===== config.mk =====
export PLATFORM = sky130hd
export DESIGN_NAME = priority_ticket_queue
export DESIGN_NICKNAME = d
export VERILOG_FILES = /design/src/ptq_pkg.sv /design/src/ptq_cell.sv /design/src/priority_ticket_queue.sv
export SDC_FILE = /design/constraint.sdc
export NUM_CORES = 2
export LEC_CHECK = 0
export ABC_CLOCK_PERIOD_IN_PS = 6100
export BUFFER_PORTS_ARGS = -buffer_cell sky130_fd_sc_hd__clkbuf_2
export CORE_MARGIN = 5
export CORE_UTILIZATION = 55
export DETAILED_ROUTE_END_ITERATION = 7
export HOLD_SLACK_MARGIN = 0.03
export PLACE_DENSITY_LB_ADDON = 0.12
export SYNTH_ARGS = -nofsm -noshare
export SYNTH_HDL_FRONTEND = slang
export SYNTH_SLANG_ARGS = --single-unit

===== constraint.sdc =====
create_clock -name clk -period 6.1 [get_ports clk]
set_input_delay 0.915 -clock clk [delete_from_list [all_inputs] [get_ports clk]]
set_output_delay 0.915 -clock clk [all_outputs]
set_load 0.005 [all_outputs]

===== src/ptq_pkg.sv =====
// Package for the priority ticket queue: sizes, operation and status codes,
// and the structs passed along the cell chain. No dependencies.
package ptq_pkg;

  localparam int MAX_ENTRIES = 16;
  localparam int IDX_W       = $clog2(MAX_ENTRIES);
  localparam int CNT_W       = $clog2(MAX_ENTRIES + 1);
  localparam int ID_W        = 32;
  localparam int PRIO_W      = 2;
  localparam int ARR_W       = 32;
  localparam int OCC_W       = 5;
  localparam int STATUS_W    = 3;

  localparam logic [PRIO_W-1:0] PRIO_INSERT = PRIO_W'(1);
  localparam logic [PRIO_W-1:0] PRIO_NONE   = PRIO_W'(0);

  typedef enum logic [1:0] {
    OP_INSERT   = 2'd0,
    OP_SET_PRIO = 2'd1,
    OP_POP      = 2'd2,
    OP_FIND     = 2'd3
  } op_t;

  typedef enum logic [STATUS_W-1:0] {
    ST_OK           = 3'd0,
    ST_NOT_FOUND    = 3'd1,
    ST_EMPTY        = 3'd2,
    ST_DUPLICATE    = 3'd3,
    ST_FULL         = 3'd4,
    ST_BAD_PRIORITY = 3'd5
  } status_t;

  // Request broadcast to every cell while a scan runs.
  typedef struct packed {
    logic            pop;
    logic [ID_W-1:0] id;
  } ptq_req_t;

  // Record handed from cell to cell: the selected ticket and the first free slot.
  typedef struct packed {
    logic              hit;
    logic [IDX_W-1:0]  hit_idx;
    logic [ID_W-1:0]   id;
    logic [PRIO_W-1:0] prio;
    logic [ARR_W-1:0]  arrival;
    logic              free;
    logic [IDX_W-1:0]  free_idx;
  } ptq_carry_t;

  // Update broadcast to the cells when an operation completes.
  typedef struct packed {
    logic              insert;
    logic              set_prio;
    logic              clear;
    logic [IDX_W-1:0]  slot;
    logic [ID_W-1:0]   id;
    logic [PRIO_W-1:0] prio;
    logic [ARR_W-1:0]  arrival;
  } ptq_wr_t;

endpackage


===== src/ptq_cell.sv =====
// One slot of the ticket table plus its stage of the scan chain.
// Depends on ptq_pkg.
module ptq_cell
  import ptq_pkg::*;
(
  input  logic             clk,
  input  logic             rst,
  input  logic [IDX_W-1:0] cell_index,
  input  ptq_req_t         req,
  input  ptq_wr_t          wr,
  input  ptq_carry_t       carry_in,
  output ptq_carry_t       carry_out
);

  logic              valid;
  logic [ID_W-1:0]   entry_id;
  logic [PRIO_W-1:0] entry_prio;
  logic [ARR_W-1:0]  entry_arrival;
  ptq_carry_t        carry_next;
  logic              match;
  logic              better;
  logic              take;
  logic              take_free;
  logic              wr_here;

  assign wr_here = (wr.slot == cell_index);

  always_comb begin
    match  = valid && (entry_id == req.id);
    // Strict compare keeps the lower slot on a full tie.
    better = !carry_in.hit || (entry_prio > carry_in.prio) ||
             ((entry_prio == carry_in.prio) && (entry_arrival < carry_in.arrival));
    take      = req.pop ? (valid && better) : (match && !carry_in.hit);
    take_free = !valid && !carry_in.free;

    carry_next = carry_in;
    if (take) begin
      carry_next.hit     = 1'b1;
      carry_next.hit_idx = cell_index;
      carry_next.id      = entry_id;
      carry_next.prio    = entry_prio;
      carry_next.arrival = entry_arrival;
    end
    if (take_free) begin
      carry_next.free     = 1'b1;
      carry_next.free_idx = cell_index;
    end
  end

  always_ff @(posedge clk) begin
    carry_out <= carry_next;
  end

  always_ff @(posedge clk) begin
    if (rst) begin
      valid <= 1'b0;
    end else if (wr_here && wr.insert) begin
      valid <= 1'b1;
    end else if (wr_here && wr.clear) begin
      valid <= 1'b0;
    end
  end

  always_ff @(posedge clk) begin
    if (wr_here && wr.insert) begin
      entry_id      <= wr.id;
      entry_prio    <= PRIO_INSERT;
      entry_arrival <= wr.arrival;
    end else if (wr_here && wr.set_prio) begin
      entry_prio <= wr.prio;
    end
  end

endmodule


===== src/priority_ticket_queue.sv =====
// Priority ticket queue: a chain of MAX_ENTRIES slot cells scanned per item.
// The item is latched in IDLE, the scan runs in SCAN, and the result is registered in FINISH.
// Takes one item at a time: a new item is accepted only back in IDLE, after the scan wave
// has crossed the cell chain one cell per cycle and the result has been issued.
// Reset: synchronous, active high; empties the table, zeroes arrival counter.
// Depends on ptq_pkg and ptq_cell.
module priority_ticket_queue
  import ptq_pkg::*;
(
  input  logic                clk,
  input  logic                rst,
  input  logic                in_valid,
  output logic                in_ready,
  input  logic [1:0]          operation,
  input  logic [ID_W-1:0]     ticket_id,
  input  logic [PRIO_W-1:0]   new_priority,
  output logic                out_valid,
  input  logic                out_ready,
  output logic [STATUS_W-1:0] status,
  output logic [ID_W-1:0]     out_id,
  output logic [PRIO_W-1:0]   out_priority,
  output logic [ARR_W-1:0]    out_arrival,
  output logic [OCC_W-1:0]    occupancy
);

  typedef enum logic [1:0] {
    IDLE,
    SCAN,
    FINISH
  } state_t;

  state_t            state;
  op_t               req_op;
  logic [ID_W-1:0]   req_id;
  logic [PRIO_W-1:0] req_prio;
  logic [IDX_W-1:0]  scan_cnt;
  logic [ARR_W-1:0]  arrival_counter;
  logic [CNT_W-1:0]  ticket_count;

  ptq_req_t   req;
  ptq_wr_t    wr;
  ptq_carry_t chain_in  [MAX_ENTRIES];
  ptq_carry_t chain_out [MAX_ENTRIES];
  ptq_carry_t result;

  logic              fire;
  status_t           res_status;
  logic [ID_W-1:0]   res_id;
  logic [PRIO_W-1:0] res_prio;
  logic [ARR_W-1:0]  res_arrival;
  logic [CNT_W-1:0]  count_next;
  logic [ARR_W-1:0]  arrival_next;

  assign req.pop  = (req_op == OP_POP);
  assign req.id   = req_id;
  assign result   = chain_out[MAX_ENTRIES-1];
  assign in_ready = (state == IDLE);
  assign fire     = (state == FINISH) && (!out_valid || out_ready);

  for (genvar i = 0; i < MAX_ENTRIES; i++) begin : g_cell
    if (i == 0) begin : g_head
      assign chain_in[i] = '0;
    end else begin : g_link
      assign chain_in[i] = chain_out[i-1];
    end
    ptq_cell u_cell (
      .clk        (clk),
      .rst        (rst),
      .cell_index (IDX_W'(i)),
      .req        (req),
      .wr         (wr),
      .carry_in   (chain_in[i]),
      .carry_out  (chain_out[i])
    );
  end

  // Resolve the operation from the record at the end of the chain.
  always_comb begin
    res_status   = ST_OK;
    res_id       = '0;
    res_prio     = PRIO_NONE;
    res_arrival  = '0;
    count_next   = ticket_count;
    arrival_next = arrival_counter;
    wr           = '0;
    wr.id        = req_id;
    wr.prio      = req_prio;
    wr.arrival   = arrival_counter;
    unique case (req_op)
      OP_INSERT: begin
        if (result.hit) begin
          res_status = ST_DUPLICATE;
        end else if (!result.free) begin
          res_status = ST_FULL;
        end else begin
          wr.insert    = fire;
          wr.slot      = result.free_idx;
          count_next   = ticket_count + CNT_W'(1);
          arrival_next = arrival_counter + ARR_W'(1);
        end
      end
      OP_SET_PRIO: begin
        if (req_prio == PRIO_NONE) begin
          res_status = ST_BAD_PRIORITY;
        end else if (!result.hit) begin
          res_status = ST_NOT_FOUND;
        end else begin
          wr.set_prio = fire;
          wr.slot     = result.hit_idx;
        end
      end
      OP_POP: begin
        if (!result.hit) begin
          res_status = ST_EMPTY;
        end else begin
          res_id      = result.id;
          res_prio    = result.prio;
          res_arrival = result.arrival;
          wr.clear    = fire;
          wr.slot     = result.hit_idx;
          count_next  = ticket_count - CNT_W'(1);
        end
      end
      OP_FIND: begin
        if (!result.hit) begin
          res_status = ST_NOT_FOUND;
        end else begin
          res_id      = result.id;
          res_prio    = result.prio;
          res_arrival = result.arrival;
        end
      end
      default: begin
        res_status = ST_OK;
      end
    endcase
  end

  always_ff @(posedge clk) begin
    if (rst) begin
      state           <= IDLE;
      scan_cnt        <= '0;
      arrival_counter <= '0;
      ticket_count    <= '0;
      out_valid       <= 1'b0;
    end else begin
      // Drop the item once taken, unless a new one replaces it this cycle
      if (out_valid && out_ready && !fire) begin
        out_valid <= 1'b0;
      end
      unique case (state)
        IDLE: begin
          if (in_valid) begin
            req_op   <= op_t'(operation);
            req_id   <= ticket_id;
            req_prio <= new_priority;
            scan_cnt <= '0;
            state    <= SCAN;
          end
        end
        SCAN: begin
          // Hold until the wave has passed the last cell.
          if (scan_cnt == IDX_W'(MAX_ENTRIES - 1)) begin
            state <= FINISH;
          end
          scan_cnt <= scan_cnt + IDX_W'(1);
        end
        FINISH: begin
          if (fire) begin
            ticket_count    <= count_next;
            arrival_counter <= arrival_next;
            out_valid       <= 1'b1;
            status          <= res_status;
            out_id          <= res_id;
            out_priority    <= res_prio;
            out_arrival     <= res_arrival;
            occupancy       <= OCC_W'(count_next);
            state           <= IDLE;
          end
        end
        default: begin
          state <= IDLE;
        end
      endcase
    end
  end

endmodule

==> summary.txt <==
first-pass GRT wire length: 364,700 um
FF-to-FF Start: req_op[0]
gr busiest metal: met2
post-route setup TNS: 0 ps
Worst Hold Class: in2reg
Final Setup Violations: 0
asr flop ratio synth: 0
origin of the worst min-delay path: ticket_id[31]
Clock Sinks: 2,412
maximum vdd drop: 0.2875 mV
CTS tree: built
max-slew violations: 0
Worst-Skew Late Latency: 870 ps
Core Area: 183,100 um^2
Worst Setup Start Kind: flop
Crit path required time: 6590 ps
status: complete, no violations
EDFF count, synth: 1,134
clock tree root buffer cell: clkbuf_16
vias in the first global route: 62,701
Hold EP: req_id[31]
total track usage: 0.2392
RSZ-0062 raised after global routing: false
Die Y: 438.9 um
vias: 62,932
met2 Use GR: 0.3896
cell taking the most area after synthesis: edfxtp_1
Slew @ Worst Pin: 1334 ps
Placement Rows: 157
layout cell share with drive strength beyond 1: 0.1594
Antenna Nets Post-Route: 0
Die ar.: 192,700 um^2
worst reg2reg path depth: 8
Synth Warn #: 0
Area Growth Syn to Fin: 11.26%
reg2reg end: g_cell[1].u_cell.entry_arrival[8]
routed len/inst: 21.32 um
post-cts sizing count: 0
number of max-cap violations: 0
syn avg cell area: 12.20 um^2
Routability Congestion: 0.8670
post-synthesis mux area share: 0.06877
initial antenna violation count: 1
Avg Vias per Cell: 5.715
largest family of logic cells by synthesized area: compound AO/OA/AOI/OAI gates
post-route cell area: 112,600 um^2
met3 usage in global routing: 0.03422
Rel. slew slack: 0.1109
CP most frequent cell: o21ai_1
Initial Utilization: 0.5527
Critical Path Fanout Max: 34
gr ovfl total: 0
IO Port Bufs: 115
clock skew: 43.19 ps
simple-gate share of the synthesized area: 0.08927
GRT met1 Usage: 0.3315
Compound-Gate Fraction of Synth Area: 0.1035
Pwr Density: 286.0 nW/um^2
H-Tree Depth: 4
crit-path cells: o21a_1 > nor2b_1 > o21ai_1 > o21ai_1 > nor2_1 > nand2_1 > inv_2 > buf_4
Highest Clock Rate: 0.2329 GHz
Fin. Hold Viols: 0
Crit. End Element: flop
Top Ports: 116
die width: 438.9 um
slowest stage cell, crit path: inv_2
post-CTS setup buffers: 0
XOR/XNOR Fraction of Synth Area: 0.04752
CP Data Arrival Time: 4780 ps
worst hold stages: 1
Post-DP Area: 104,400 um^2
post-synth top area share: 0.3365
Synthesized Nets: 8,835
critical path type: reg2reg
worst-case clock buffer depth: 3
ratio of final minimum period to clock period: 0.7038
post-synthesis cell area: 101,200 um^2
CP max stage delay: 680 ps
DR DRC count: 0
Worst R2R Setup Slack: 1810 ps
CTS Hold Bufs: 0
Detailed Route WL: 234,700 um
main flop type after synthesis: dfxtp_1
clk slew on worst S/H paths: 60 ps
minimum clock period: 4293 ps
FF+latch count, synth: 2,412
register area share after synthesis: 0.5894
synth unique cells: 71
Final nets: 8,875
top cells by area, synth: edfxtp_1, dfxtp_1, ha_1
Critical Path Start: req_op[0]
hold slack: 226.8 ps
total CTS buffers: 235
Lkg Pwr: 42.19 nW
drt first-iter violations: 4,720
pin count of the biggest net entering global routing: 134
number of detailed-route iterations in the first pass: 6
Adder-Cell Fraction of Synth Area: 0.06170
post-DP HPWL: 167,300 um
Post-Syn Instances: 8,296
-- metrics by stage --
stage,util,std cells,power (mW),worst slack (ps)
finish,0.6149,11011,32.20,1807
global route,0.6149,11009,33.23,1594
CTS,0.6149,11009,32.50,1896
detailed placement,0.5703,10563,17.54,1904
global placement,0.5703,10563,17.54,1962
floorplan,-,8296,17.38,713.9
-- cells by family after synthesis --
kind of cell | count (synthesis)
AO/OA/AOI/OAI | 1416
multiplexers | 596
AND/OR/NAND/NOR | 1817
flip-flops | 2412
XOR/XNOR | 549
adder cells (fa/ha/maj) | 499
buffers and inverters | 1007
-- area by class of cell --
class                   instances  area [um^2]
inverters                     537         2016
clock buffers                 336         6800
multi-input cells            4877        37800
diodes                          2        5.005
well taps                    2464         3083
repair buffers                273         1862
clock inverters               110         1370
flip-flops and latches       2412        59640
fillers                     14301        70500
-- critical path, delay by kind of cell (launching register included) --
family          cells  cell delay, ps
simple gates        3             640
flops               1             660
buf+inv             2            1210
compound gates      3            1350
-- worst max-delay path by stage --
stage                                              endpoint  slack [ps]
after global placement    g_cell[1].u_cell.entry_arrival[6]        1960
after global routing      g_cell[1].u_cell.entry_arrival[8]        1590
final                     g_cell[1].u_cell.entry_arrival[8]        1810
after detailed placement     g_cell[15].u_cell.entry_id[12]        1900
after CTS                     g_cell[15].u_cell.entry_id[7]        1900
after floorplan                                   req_id[0]         710
-- Yosys cell counts, drive strengths merged (85+ instances only) --
library cell and instances:
or3 85, and2 140, edfxtp 1134, nor2 166
o2111ai 135, xnor2 387, nand2 759, nand4 160
inv 537, mux2 596, clkbuf 321, o21ai 121
buf 149, a21oi 158, dfxtp 1278, nand3 117
ha 499, xor2 162, o211ai 474
-- registers in the layout (all words and copies together), names as in the netlist, 3 cells and up --
signal and flops:
g_cell.u_cell.entry_arrival 512, status 3, out_arrival 32, ticket_count 5, g_cell.u_cell.valid 16, req_id 32
out_id 32, occupancy 5, scan_cnt 4, g_cell.u_cell.carry_out 1186, g_cell.u_cell.entry_id 512, arrival_counter 32
g_cell.u_cell.entry_prio 32
-- metal layers --
layer	vias up	wire (um)
met1	30601	106300
li1	30260	-
met4	0	7661
met3	409	11800
met5	-	0
met2	1662	109000
-- placed cells by master (no fill, tap or decap), types with 52 or more instances in the layout --
cell          n
dfxtp_1    1273
o311ai_0     66
mux2_2      530
a2bb2oi_1    67
nor4_1       52
edfxtp_1   1134
inv_1       521
and2_1      139
a21o_1       84
xnor2_1     387
clkbuf_1     56
a21oi_1     156
o2111ai_1   135
clkbuf_2    115
buf_4       150
and3_1       74
or3_1        85
nor2_1      161
o211ai_1    474
o21ai_0     117
a41oi_1      69
mux2_4       66
nand4_1     160
nand3_1     117
nand2b_1     64
a22oi_1      76
ha_1        499
nand2_1     758
xor2_1      162
clkbuf_16   243
-- power by group --
part,internal (mW),switching [mW]
Clock,8.90,6.11
Sequential,16.8,0.0230
Combinational,0.104,0.223
Total,25.8,6.36
(Power assumes the default switching activity.)
